<file path="src/design/rdwe_pkg.sv">
`default_nettype none

package rdwe_pkg;

  localparam int unsigned OpcodeW    = 2;
  localparam int unsigned DataW      = 32;
  localparam int unsigned AddrW      = 3;
  localparam int unsigned GapW       = 8;
  localparam int unsigned OnW        = 10;
  localparam int unsigned BitOnW     = 8;
  localparam int unsigned CfgIdxW    = 3;
  localparam int unsigned CfgDataW   = 10;

  localparam int unsigned FrameW     = OpcodeW + 1 + DataW + AddrW;
  localparam int unsigned SymIdxW    = $clog2(FrameW + 1);

  localparam int unsigned DefaultQueueDepth = 2;

  localparam logic [GapW-1:0]   StartGapReset   = 8'd25;
  localparam logic [GapW-1:0]   BitGapReset     = 8'd20;
  localparam logic [BitOnW-1:0] ZeroOnReset     = 8'd24;
  localparam logic [BitOnW-1:0] OneOnReset      = 8'd56;
  localparam logic [OnW-1:0]    ProgramOnReset  = 10'd700;

  typedef enum logic [CfgIdxW-1:0] {
    REG_START_GAP  = 3'd0,
    REG_BIT_GAP    = 3'd1,
    REG_ZERO_ON    = 3'd2,
    REG_ONE_ON     = 3'd3,
    REG_PROGRAM_ON = 3'd4
  } reg_idx_e;

  typedef logic [FrameW-1:0] frame_t;

  typedef struct packed {
    logic [GapW-1:0]   start_gap;
    logic [GapW-1:0]   bit_gap;
    logic [BitOnW-1:0] zero_on;
    logic [BitOnW-1:0] one_on;
    logic [OnW-1:0]    program_on;
  } cfg_t;

endpackage

`default_nettype wire

</file>
<file path="src/design/rdwe_if.sv">
`default_nettype none

interface rdwe_cmd_if;
  logic                          valid;
  logic                          ready;
  logic [rdwe_pkg::OpcodeW-1:0]  opcode;
  logic                          lock_bit;
  logic [rdwe_pkg::DataW-1:0]    block_data;
  logic [rdwe_pkg::AddrW-1:0]    block_address;

  modport source (output valid, opcode, lock_bit, block_data, block_address, input ready);
  modport sink   (input valid, opcode, lock_bit, block_data, block_address, output ready);
endinterface

interface rdwe_sym_if;
  logic                       valid;
  logic                       ready;
  logic [rdwe_pkg::GapW-1:0]  off_cycles;
  logic [rdwe_pkg::OnW-1:0]   on_cycles;
  logic                       symbol_bit;
  logic                       program_wait;
  logic                       last;

  modport source (output valid, off_cycles, on_cycles, symbol_bit, program_wait, last,
                  input ready);
  modport sink   (input valid, off_cycles, on_cycles, symbol_bit, program_wait, last,
                  output ready);
endinterface

interface rdwe_cfg_if;
  logic                           valid;
  logic                           ready;
  logic [rdwe_pkg::CfgIdxW-1:0]   idx;
  logic [rdwe_pkg::CfgDataW-1:0]  wdata;

  modport source (output valid, idx, wdata, input ready);
  modport sink   (input valid, idx, wdata, output ready);
endinterface

`default_nettype wire

</file>
<file path="src/design/rdwe_cfg.sv">
`default_nettype none

module rdwe_cfg (
  input  wire logic       clk_i,
  input  wire logic       rst_ni,
  rdwe_cfg_if.sink        cfg_i,
  output rdwe_pkg::cfg_t  cfg_o
);

  rdwe_pkg::cfg_t cfg_d, cfg_q;

  assign cfg_i.ready = 1'b1;
  assign cfg_o       = cfg_q;

  always_comb begin
    cfg_d = cfg_q;
    if (cfg_i.valid) begin
      unique case (cfg_i.idx)
        rdwe_pkg::REG_START_GAP:  cfg_d.start_gap  = cfg_i.wdata[rdwe_pkg::GapW-1:0];
        rdwe_pkg::REG_BIT_GAP:    cfg_d.bit_gap    = cfg_i.wdata[rdwe_pkg::GapW-1:0];
        rdwe_pkg::REG_ZERO_ON:    cfg_d.zero_on    = cfg_i.wdata[rdwe_pkg::BitOnW-1:0];
        rdwe_pkg::REG_ONE_ON:     cfg_d.one_on     = cfg_i.wdata[rdwe_pkg::BitOnW-1:0];
        rdwe_pkg::REG_PROGRAM_ON: cfg_d.program_on = cfg_i.wdata[rdwe_pkg::OnW-1:0];
        default:                  cfg_d            = cfg_q;
      endcase
    end
  end

  always_ff @(posedge clk_i or negedge rst_ni) begin
    if (!rst_ni) begin
      cfg_q.start_gap  <= rdwe_pkg::StartGapReset;
      cfg_q.bit_gap    <= rdwe_pkg::BitGapReset;
      cfg_q.zero_on    <= rdwe_pkg::ZeroOnReset;
      cfg_q.one_on     <= rdwe_pkg::OneOnReset;
      cfg_q.program_on <= rdwe_pkg::ProgramOnReset;
    end else begin
      cfg_q <= cfg_d;
    end
  end

endmodule

`default_nettype wire

</file>
<file path="src/design/rdwe_front.sv">
`default_nettype none

module rdwe_front (
  input  wire logic         clk_i,
  input  wire logic         rst_ni,
  rdwe_cmd_if.sink          cmd_i,
  output logic              push_valid_o,
  output rdwe_pkg::frame_t  push_frame_o,
  input  wire logic         push_ready_i
);

  logic             valid_d, valid_q;
  rdwe_pkg::frame_t frame_d, frame_q;
  logic             accept;
  logic             push;

  assign push         = valid_q && push_ready_i;
  assign cmd_i.ready  = !valid_q || push_ready_i;
  assign accept       = cmd_i.valid && cmd_i.ready;
  assign push_valid_o = valid_q;
  assign push_frame_o = frame_q;

  // The command is packed into the order in which its bits go on air.
  always_comb begin
    valid_d = valid_q;
    frame_d = frame_q;
    if (accept) begin
      valid_d = 1'b1;
      frame_d = {cmd_i.opcode, cmd_i.lock_bit, cmd_i.block_data, cmd_i.block_address};
    end else if (push) begin
      valid_d = 1'b0;
    end
  end

  always_ff @(posedge clk_i or negedge rst_ni) begin
    if (!rst_ni) begin
      valid_q <= 1'b0;
    end else begin
      valid_q <= valid_d;
    end
  end

  always_ff @(posedge clk_i) begin
    frame_q <= frame_d;
  end

endmodule

`default_nettype wire

</file>
<file path="src/design/rdwe_fifo.sv">
`default_nettype none

module rdwe_fifo #(
  parameter int unsigned Depth = rdwe_pkg::DefaultQueueDepth
) (
  input  wire logic              clk_i,
  input  wire logic              rst_ni,
  input  wire logic              push_valid_i,
  input  wire rdwe_pkg::frame_t  push_frame_i,
  output logic                   push_ready_o,
  output logic                   pop_valid_o,
  output rdwe_pkg::frame_t       pop_frame_o,
  input  wire logic              pop_ready_i
);

  localparam int unsigned PtrW = (Depth > 1) ? $clog2(Depth) : 1;
  localparam int unsigned CntW = $clog2(Depth + 1);
  localparam logic [PtrW-1:0] LastPtr = PtrW'(Depth - 1);
  localparam logic [CntW-1:0] FullCnt = CntW'(Depth);

  rdwe_pkg::frame_t mem_q [Depth];
  logic [PtrW-1:0]  wptr_d, wptr_q, rptr_d, rptr_q;
  logic [CntW-1:0]  cnt_d, cnt_q;
  logic             push, pop;

  assign push_ready_o = cnt_q != FullCnt;
  assign pop_valid_o  = cnt_q != '0;
  assign pop_frame_o  = mem_q[rptr_q];
  assign push         = push_valid_i && push_ready_o;
  assign pop          = pop_valid_o && pop_ready_i;

  always_comb begin
    wptr_d = wptr_q;
    rptr_d = rptr_q;
    cnt_d  = cnt_q;
    if (push) begin
      wptr_d = (wptr_q == LastPtr) ? '0 : wptr_q + 1'b1;
    end
    if (pop) begin
      rptr_d = (rptr_q == LastPtr) ? '0 : rptr_q + 1'b1;
    end
    if (push && !pop) begin
      cnt_d = cnt_q + 1'b1;
    end else if (pop && !push) begin
      cnt_d = cnt_q - 1'b1;
    end
  end

  always_ff @(posedge clk_i or negedge rst_ni) begin
    if (!rst_ni) begin
      wptr_q <= '0;
      rptr_q <= '0;
      cnt_q  <= '0;
    end else begin
      wptr_q <= wptr_d;
      rptr_q <= rptr_d;
      cnt_q  <= cnt_d;
    end
  end

  always_ff @(posedge clk_i) begin
    if (push) begin
      mem_q[wptr_q] <= push_frame_i;
    end
  end

endmodule

`default_nettype wire

</file>
<file path="src/design/rdwe_back.sv">
`default_nettype none

module rdwe_back (
  input  wire logic              clk_i,
  input  wire logic              rst_ni,
  input  wire rdwe_pkg::cfg_t    cfg_i,
  input  wire logic              frame_valid_i,
  input  wire rdwe_pkg::frame_t  frame_i,
  output logic                   frame_ready_o,
  rdwe_sym_if.source             sym_o
);

  localparam logic [rdwe_pkg::SymIdxW-1:0] ProgIdx =
    rdwe_pkg::SymIdxW'(rdwe_pkg::FrameW);

  logic                           busy_d, busy_q;
  logic [rdwe_pkg::SymIdxW-1:0]   idx_d, idx_q;
  rdwe_pkg::frame_t               shift_d, shift_q;
  logic                           out_valid_d, out_valid_q;
  logic [rdwe_pkg::GapW-1:0]      off_d, off_q;
  logic [rdwe_pkg::OnW-1:0]       on_d, on_q;
  logic                           bit_d, bit_q;
  logic                           prog_d, prog_q;
  logic                           last_d, last_q;
  logic                           advance, final_sym, load, cur_bit;

  assign advance       = busy_q && (!out_valid_q || sym_o.ready);
  assign final_sym     = idx_q == ProgIdx;
  assign frame_ready_o = !busy_q || (advance && final_sym);
  assign load          = frame_valid_i && frame_ready_o;
  assign cur_bit       = shift_q[rdwe_pkg::FrameW-1];

  assign sym_o.valid        = out_valid_q;
  assign sym_o.off_cycles   = off_q;
  assign sym_o.on_cycles    = on_q;
  assign sym_o.symbol_bit   = bit_q;
  assign sym_o.program_wait = prog_q;
  assign sym_o.last         = last_q;

  always_comb begin
    busy_d      = busy_q;
    idx_d       = idx_q;
    shift_d     = shift_q;
    out_valid_d = out_valid_q && !sym_o.ready;
    off_d       = off_q;
    on_d        = on_q;
    bit_d       = bit_q;
    prog_d      = prog_q;
    last_d      = last_q;
    if (advance) begin
      out_valid_d = 1'b1;
      if (final_sym) begin
        off_d  = cfg_i.bit_gap;
        on_d   = cfg_i.program_on;
        bit_d  = 1'b0;
        prog_d = 1'b1;
        last_d = 1'b1;
        busy_d = 1'b0;
      end else begin
        off_d   = (idx_q == '0) ? cfg_i.start_gap : cfg_i.bit_gap;
        on_d    = rdwe_pkg::OnW'(cur_bit ? cfg_i.one_on : cfg_i.zero_on);
        bit_d   = cur_bit;
        prog_d  = 1'b0;
        last_d  = 1'b0;
        idx_d   = idx_q + 1'b1;
        shift_d = {shift_q[rdwe_pkg::FrameW-2:0], 1'b0};
      end
    end
    if (load) begin
      busy_d  = 1'b1;
      idx_d   = '0;
      shift_d = frame_i;
    end
  end

  always_ff @(posedge clk_i or negedge rst_ni) begin
    if (!rst_ni) begin
      busy_q      <= 1'b0;
      idx_q       <= '0;
      out_valid_q <= 1'b0;
    end else begin
      busy_q      <= busy_d;
      idx_q       <= idx_d;
      out_valid_q <= out_valid_d;
    end
  end

  always_ff @(posedge clk_i) begin
    shift_q <= shift_d;
    off_q   <= off_d;
    on_q    <= on_d;
    bit_q   <= bit_d;
    prog_q  <= prog_d;
    last_q  <= last_d;
  end

endmodule

`default_nettype wire

</file>
<file path="src/design/rfid_downlink_write_encoder_unit.sv">
`default_nettype none

// A command passes through the front-end register, the queue and the back end's shift
// and symbol output registers. The back-end serialiser sends one symbol per cycle while
// the sink is ready, 39 per command; the front end and queue take later commands meanwhile.
// Reset: the timing registers return to their default values and the queue empties.

module rfid_downlink_write_encoder_unit #(
  parameter int unsigned QueueDepth = rdwe_pkg::DefaultQueueDepth
) (
  input  wire logic   clk_i,
  input  wire logic   rst_ni,
  rdwe_cmd_if.sink    cmd_i,
  rdwe_sym_if.source  sym_o,
  rdwe_cfg_if.sink    cfg_i
);

  rdwe_pkg::cfg_t   cfg;
  logic             push_valid, push_ready;
  rdwe_pkg::frame_t push_frame;
  logic             pop_valid, pop_ready;
  rdwe_pkg::frame_t pop_frame;

  rdwe_cfg u_cfg (
    .clk_i  (clk_i),
    .rst_ni (rst_ni),
    .cfg_i  (cfg_i),
    .cfg_o  (cfg)
  );

  rdwe_front u_front (
    .clk_i        (clk_i),
    .rst_ni       (rst_ni),
    .cmd_i        (cmd_i),
    .push_valid_o (push_valid),
    .push_frame_o (push_frame),
    .push_ready_i (push_ready)
  );

  rdwe_fifo #(
    .Depth (QueueDepth)
  ) u_fifo (
    .clk_i        (clk_i),
    .rst_ni       (rst_ni),
    .push_valid_i (push_valid),
    .push_frame_i (push_frame),
    .push_ready_o (push_ready),
    .pop_valid_o  (pop_valid),
    .pop_frame_o  (pop_frame),
    .pop_ready_i  (pop_ready)
  );

  rdwe_back u_back (
    .clk_i         (clk_i),
    .rst_ni        (rst_ni),
    .cfg_i         (cfg),
    .frame_valid_i (pop_valid),
    .frame_i       (pop_frame),
    .frame_ready_o (pop_ready),
    .sym_o         (sym_o)
  );

endmodule

`default_nettype wire

</file>
<file path="src/flat_wrapper.sv">
// flat-port wrapper written by rule: the top's interface ports become plain ports
module rfid_downlink_write_encoder_unit_flat 
#(
  parameter int unsigned QueueDepth = rdwe_pkg::DefaultQueueDepth
)
  (clk_i, rst_ni, cmd_i_valid, cmd_i_opcode, cmd_i_lock_bit, cmd_i_block_data, cmd_i_block_address, cmd_i_ready, sym_o_valid, sym_o_off_cycles, sym_o_on_cycles, sym_o_symbol_bit, sym_o_program_wait, sym_o_last, sym_o_ready, cfg_i_valid, cfg_i_idx, cfg_i_wdata, cfg_i_ready);
  rdwe_cmd_if cmd_i_i ();
  rdwe_sym_if sym_o_i ();
  rdwe_cfg_if cfg_i_i ();
  input  wire logic clk_i;
  input  wire logic rst_ni;
  input wire logic [$bits(cmd_i_i.valid)-1:0] cmd_i_valid;
  input wire logic [$bits(cmd_i_i.opcode)-1:0] cmd_i_opcode;
  input wire logic [$bits(cmd_i_i.lock_bit)-1:0] cmd_i_lock_bit;
  input wire logic [$bits(cmd_i_i.block_data)-1:0] cmd_i_block_data;
  input wire logic [$bits(cmd_i_i.block_address)-1:0] cmd_i_block_address;
  output wire logic [$bits(cmd_i_i.ready)-1:0] cmd_i_ready;
  output wire logic [$bits(sym_o_i.valid)-1:0] sym_o_valid;
  output wire logic [$bits(sym_o_i.off_cycles)-1:0] sym_o_off_cycles;
  output wire logic [$bits(sym_o_i.on_cycles)-1:0] sym_o_on_cycles;
  output wire logic [$bits(sym_o_i.symbol_bit)-1:0] sym_o_symbol_bit;
  output wire logic [$bits(sym_o_i.program_wait)-1:0] sym_o_program_wait;
  output wire logic [$bits(sym_o_i.last)-1:0] sym_o_last;
  input wire logic [$bits(sym_o_i.ready)-1:0] sym_o_ready;
  input wire logic [$bits(cfg_i_i.valid)-1:0] cfg_i_valid;
  input wire logic [$bits(cfg_i_i.idx)-1:0] cfg_i_idx;
  input wire logic [$bits(cfg_i_i.wdata)-1:0] cfg_i_wdata;
  output wire logic [$bits(cfg_i_i.ready)-1:0] cfg_i_ready;
  assign cmd_i_i.valid = cmd_i_valid;
  assign cmd_i_i.opcode = cmd_i_opcode;
  assign cmd_i_i.lock_bit = cmd_i_lock_bit;
  assign cmd_i_i.block_data = cmd_i_block_data;
  assign cmd_i_i.block_address = cmd_i_block_address;
  assign cmd_i_ready = cmd_i_i.ready;
  assign sym_o_valid = sym_o_i.valid;
  assign sym_o_off_cycles = sym_o_i.off_cycles;
  assign sym_o_on_cycles = sym_o_i.on_cycles;
  assign sym_o_symbol_bit = sym_o_i.symbol_bit;
  assign sym_o_program_wait = sym_o_i.program_wait;
  assign sym_o_last = sym_o_i.last;
  assign sym_o_i.ready = sym_o_ready;
  assign cfg_i_i.valid = cfg_i_valid;
  assign cfg_i_i.idx = cfg_i_idx;
  assign cfg_i_i.wdata = cfg_i_wdata;
  assign cfg_i_ready = cfg_i_i.ready;
  rfid_downlink_write_encoder_unit #(.QueueDepth(QueueDepth)) u_core (.clk_i(clk_i), .rst_ni(rst_ni), .cmd_i(cmd_i_i), .sym_o(sym_o_i), .cfg_i(cfg_i_i));
endmodule
</file>
<file path="config.mk">
export PLATFORM = sky130hd
export DESIGN_NAME = rfid_downlink_write_encoder_unit_flat
export DESIGN_NICKNAME = d
export VERILOG_FILES = /design/src/design/rdwe_pkg.sv /design/src/design/rdwe_if.sv /design/src/design/rdwe_cfg.sv /design/src/design/rdwe_front.sv /design/src/design/rdwe_fifo.sv /design/src/design/rdwe_back.sv /design/src/design/rfid_downlink_write_encoder_unit.sv /design/src/flat_wrapper.sv
export SDC_FILE = /design/constraint.sdc
export NUM_CORES = 1
export LEC_CHECK = 0
export BUFFER_PORTS_ARGS = -buffer_cell sky130_fd_sc_hd__buf_2
export CORE_ASPECT_RATIO = 0.9
export CORE_MARGIN = 2
export CORE_UTILIZATION = 50
export CTS_CLUSTER_SIZE = 25
export DETAILED_ROUTE_END_ITERATION = 10
export PLACE_DENSITY_LB_ADDON = 0.2
export SETUP_SLACK_MARGIN = 0.2
export SYNTH_ARGS = -nofsm -noshare
export SYNTH_HDL_FRONTEND = slang
export SYNTH_SLANG_ARGS = --single-unit
</file>
<file path="constraint.sdc">
create_clock -name clk_i -period 5 [get_ports clk_i]
set_clock_uncertainty 0.1 [all_clocks]
set_input_delay 0.75 -clock clk_i [delete_from_list [all_inputs] [get_ports clk_i]]
set_output_delay 0.75 -clock clk_i [all_outputs]
set_load 0.02 [all_outputs]
</file>
==> run metrics, run 1 <==
post-CTS setup repair buffer count 0; clk buf depth 3; GRT Util Overall 0.163; switching part of the total power 0.253; FP Rows 46; pwr/cell area 508 nW/um^2; Slew Viols, Final 0; ant diodes 0; routed vias 4393; final core occ 0.586; Slew HR 0.194; Setup WS post-layout 1980 ps; Critical Path End Type flop; initial antenna violation count 0; Port Buffer Count 78; critical path, cell by cell inv_1 -> ha_1 -> nand4bb_1 -> a2111oi_4 -> buf_4 -> mux2_2; critical path's slowest cell a2111oi_4; Setup crit start u_core.u_back.idx_q[0]; DRC 0; P_leak 3.75 nW; Sw Pwr 1.31 mW; sequential power share 0.533; total power draw 5.19 mW; sequential share of the synthesized area 0.745; fraction of registers with async set/reset 0.242; total gr overflow 0; Worst setup SP type flop; die height 130 microns; maximum VDD drop 213 uV; nets 625; actual slew at the worst max-slew pin 1210 ps; clock transition at the registers of the reported paths 60 ps; hold_ws 271 ps; clk sinks 227; library cells used by synthesis 47; P_int 3.88 mW; vias in the first global route 4613; Cell Area, Placed 9480 sq um; HPWL after DPL 8940 microns; CTS tree built; DR pass1 iterations 4; Total Routed Length 15000 microns; DR WL/cell 18.3 microns; critical path peak fanout 38; DRT antenna net count 0; count of final setup violators 0; most common cell after layout, fill and taps aside edfxtp_1; Fillers 1333; status finished, final reports clean; max_cap viols 0; layout cells sized above 1 0.463; Syn Std Cell Area 8810 sq um; Post-Layout Cell Count 823; Final GP Congestion 0.741; Max Freq 0.331 GHz; die area 18700 sq um; EDFF count, synth 172; RR Startpoint u_core.u_back.idx_q[0]; worst endpoint required time 5150 ps; cts-stage hold buffer count 0; r2r setup slk 1980 ps; Num CTS Buffers 23; Arrival @ worst endpoint 3170 ps; Final Cell Area 10200 sq um; post-synthesis cell count 479; post_cts resized 0; Warnings, synthesis 0; Worst path max stage delay 650 ps; min-delay worst type in -> async; Period minus WS final 3020 ps; most frequent cells in the layout edfxtp_1 (172), mux2_2 (122), buf_2 (78); Place WS 2030 ps; clock root buffer clkbuf_16; Synth-to-Final Area Change 16.0%; Placed Instances 781; Worst R2R End u_core.u_back.shift_q[29]; Die Wd 144 microns; Starting Density 0.505; RSZ-0062 raised after global routing no; flops & latches, synth 227; Period Utilization, post-route 0.604; Worst Setup EP u_core.u_back.shift_q[29]; Top FF cell, synth edfxtp_1; Final Hold Vio Count 0; CTS H-tree depth 1; first-pass GRT wire length 23600 microns; largest net degree at the start of global routing 56; vias per inst 5.34; Reg2Reg Depth 6; syn avg cell area 18.4 sq um; Setup TNS 0 ps; Net Count, Synth 538; I/O Pins 80; Setup CP Type reg -> reg; clock share of power 0.324; Combinational Power Share 0.143; clk_lat worst skew 500 ps; Iteration-0 DRC Markers 220; Core ar. 17400 sq um
worst min path at each step:
stage,start,endpoint,slack [ps],cells after the start
2_1_floorplan,u_core.u_front.push_frame_o[0],u_core.u_fifo.mem_q[0][0],320,0
3_3_place_gp,u_core.u_front.push_frame_o[1],u_core.u_fifo.mem_q[1][1],330,0
3_5_place_dp,u_core.u_front.push_frame_o[36],u_core.u_fifo.mem_q[0][36],330,0
4_1_cts,rst_ni,u_core.u_back.idx_q[2],300,2
5_1_grt,cmd_i_block_data[31],u_core.u_front.push_frame_o[34],300,1
6_report,rst_ni,u_core.u_back.idx_q[2],270,2
layout make-up:
cell class,count,area (sq um),area share
well taps,240,300,0.0294
clock inverters,7,65.1,0.00636
flip-flops and latches,227,6560,0.642
multi-input cells,225,2160,0.211
inverters,5,18.8,0.00184
repair buffers,84,435,0.0426
clock buffers,35,682,0.0667
worst max-delay path, delay by kind of cell (launching register included):
| family | cells | cell delay (ps) |
|---|---|---|
| AND/OR/NAND/NOR | 1 | 300 |
| flip-flops | 1 | 440 |
| buffers and inverters | 2 | 650 |
| adder cells (fa/ha/maj) | 1 | 190 |
| AO/OA/AOI/OAI | 1 | 650 |
| multiplexers | 1 | 400 |
synthesized netlist by cell type (2+ instances only):
master	n	share of area
o21ai_0	11	0.0062
o2111ai_1	3	0.0030
nand2_1	9	0.0038
or4_1	2	0.0017
nor4bb_1	3	0.0034
nand3_1	11	0.0062
nor2_1	4	0.0017
nand2b_1	5	0.0035
clkbuf_1	12	0.0051
nor2b_1	3	0.0021
o31ai_1	4	0.0034
dfrtp_1	39	0.11
a31oi_1	5	0.0035
nor3_1	2	0.0011
and3_1	3	0.0021
buf_6	4	0.0051
mux2i_1	9	0.010
ha_1	3	0.0043
buf_1	3	0.0013
a21oi_1	3	0.0017
edfxtp_1	172	0.59
buf_4	2	0.0017
mux2_2	122	0.16
dfstp_2	16	0.048
and3b_1	2	0.0020
mux2_1	2	0.0026
inv_1	5	0.0021
per-layer routing:
| layer | global-route usage | part of all wire | vias to the layer above |
|---|---|---|---|
| met5 | 0 | 0 | - |
| met2 | 0.275 | 0.49 | 94 |
| li1 | - | - | 2026 |
| met1 | 0.221 | 0.44 | 2236 |
| met3 | 0.0283 | 0.041 | 37 |
| met4 | 0.0479 | 0.025 | 0 |
kinds of logic after synthesis:
logic type,after synthesis,share of synthesized area
xor+xnor,2,0.00199
buf+inv,27,0.0159
mux,133,0.169
simple gates,54,0.0383
flops,227,0.745
compound gates,32,0.0258
other cells,1,0.000426
fa+ha+maj,3,0.00426
flip-flops by register name, summed over array words and instances, names as in the netlist, 2 cells and up:
register,cells
u_core.u_fifo.cnt_q,2
u_core.u_back.idx_q,6
u_core.u_back.sym_o.on_cycles,10
u_core.u_cfg.cfg_o,42
u_core.u_back.shift_q,38
u_core.u_back.sym_o.off_cycles,8
u_core.u_fifo.mem_q,76
u_core.u_front.push_frame_o,38
power by group through the flow:
stage	Clock [mW]	Combinational, mW	Sequential (mW)
global route	1.80	0.817	2.82
finish	1.68	0.743	2.77
global placement	0	0.726	2.78
floorplan	0	0.549	2.73
CTS	1.72	0.765	2.77
detailed placement	0	0.760	2.81
Power figures use the tool's default switching activity.
==> run 2, diff against run 1 <==
Clock period 5 ns to 2.7 ns, I/O delays scaled along.
==> run 2 against run 1 <==
Non-clock buffer count rose by 49; sequential share of layout area shrank 3.1 points; setup slack got worse by 1700 ps; critical endpoint is now u_core.u_back.shift_q[4]; largest power group unchanged.
==> run metrics, run 2 (same netlist as run 1, synthesis figures left out) <==
Slew HR 0.262; min-delay worst type in -> reg; DR WL/cell 18.0 microns; clock root buffer clkbuf_16; initial antenna violation count 0; count of final setup violators 0; CTS tree built; Biggest register u_core.u_fifo.mem_q; P_leak 3.97 nW; routed vias 4560; pwr/cell area 904 nW/um^2; vias in the first global route 4799; layout cells sized above 1 0.442; Place WS 306 ps; RR Startpoint u_core.u_back.idx_q[0]; die area 18700 sq um; Die Wd 144 microns; Iteration-0 DRC Markers 262; max_cap viols 0; sequential power share 0.524; Starting Density 0.505; Synth-to-Final Area Change 21.9%; Setup crit start u_core.u_back.idx_q[0]; nets 674; Total Routed Length 15700 microns; final core occ 0.616; clock transition at the registers of the reported paths 60 ps; DR pass1 iterations 4; Setup TNS 0 ps; Final Hold Vio Count 0; Slew Viols, Final 0; clock share of power 0.316; GRT Util Overall 0.173; maximum VDD drop 616 uV; Largest register FFs 76; CTS H-tree depth 1; clk buf depth 3; Core ar. 17400 sq um; total gr overflow 0; largest net degree at the start of global routing 45; actual slew at the worst max-slew pin 1110 ps; first-pass GRT wire length 25100 microns; worst endpoint required time 2840 ps; Period Utilization, post-route 0.884; Setup CP Type reg -> reg; HPWL after DPL 9420 microns; RSZ-0062 raised after global routing no; DRT antenna net count 0; Final GP Congestion 0.777; DRC 0; Arrival @ worst endpoint 2530 ps; die height 130 microns; Num CTS Buffers 23; clk sinks 227; Worst setup SP type flop; vias per inst 5.24; switching part of the total power 0.248; Port Buffer Count 78; Combinational Power Share 0.160; status finished, final reports clean; most common cell after layout, fill and taps aside edfxtp_1; most frequent cells in the layout edfxtp_1 (172), mux2_2 (122), buf_2 (78); critical path peak fanout 22; ant diodes 0; Critical Path End Type flop; Period minus WS final 2390 ps; FP Rows 46; Max Freq 0.419 GHz; clk_lat worst skew 500 ps; min-delay src cmd_i_valid; Setup WS post-layout 314 ps; Sw Pwr 2.41 mW; P_int 7.31 mW; I/O Pins 80
run 2: power by group through the flow:
stage | combinational (mW) | sequential, mW | clock, mW
after CTS | 1.58 | 5.09 | 3.14
after floorplan | 1.04 | 5.04 | 0
after global routing | 1.71 | 5.18 | 3.29
after detailed placement | 1.53 | 5.15 | 0
final | 1.55 | 5.09 | 3.07
after global placement | 1.47 | 5.09 | 0
run 2: final timing paths:
path	end	slack [ps]	cells after the start
hold reg to reg	u_core.u_fifo.mem_q[1][28]	340	0
min in group asynchronous	u_core.u_cfg.cfg_o[33]	360	2
max in group asynchronous	u_core.u_cfg.cfg_o[22]	1260	3
hold / removal	u_core.u_front.push_valid_o	20	2
setup / recovery	u_core.u_back.shift_q[4]	310	7
setup reg to reg	u_core.u_back.shift_q[4]	310	7
run 2: stage by stage:
step / hold slack (ps) / cells / total power [mW] / instance area [sq um]
2_1_floorplan: 9.41 / 479 / 6.08 / 8860
3_3_place_gp: 314 / 790 / 6.57 / 9590
6_report: 22.9 / 871 / 9.71 / 10700
4_1_cts: 3.18 / 868 / 9.81 / 10700
3_5_place_dp: 329 / 790 / 6.68 / 9590
5_1_grt: 12.5 / 871 / 10.2 / 10700
run 2: critical path: stages, from the launching register on:
cell	delay, ps
dfrtp_1	450
inv_2	110
ha_2	180
nand4bb_1	190
a2111oi_4	320
buf_4	180
buf_6	230
mux2_2	360
run 2: area by class of cell:
type | instances | area [sq um]
fillers | 1244 | 6700
repair buffers | 133 | 957
clock inverters | 7 | 83.8
clock buffers | 34 | 657
well taps | 240 | 300
multi-input cells | 225 | 2160
inverters | 5 | 18.8
flip-flops and latches | 227 | 6560
run 2: per-layer routing:
metal / vias up / global-route usage / share of wire
met1: 2305 / 0.235 / 0.43
met2: 108 / 0.297 / 0.51
met4: 0 / 0.0415 / 0.016
met3: 21 / 0.0308 / 0.045
met5: - / 0 / 0
li1: 2126 / - / -
run 2: repair_timing:
item / 4_1_cts / 5_1_grt
hold buffers: 37 / 1
gates resized for setup: 0 / 1
endpoints found under the setup margin: 0 / 37
hold endpoints to repair: 50 / 1
setup buffers: 0 / 1
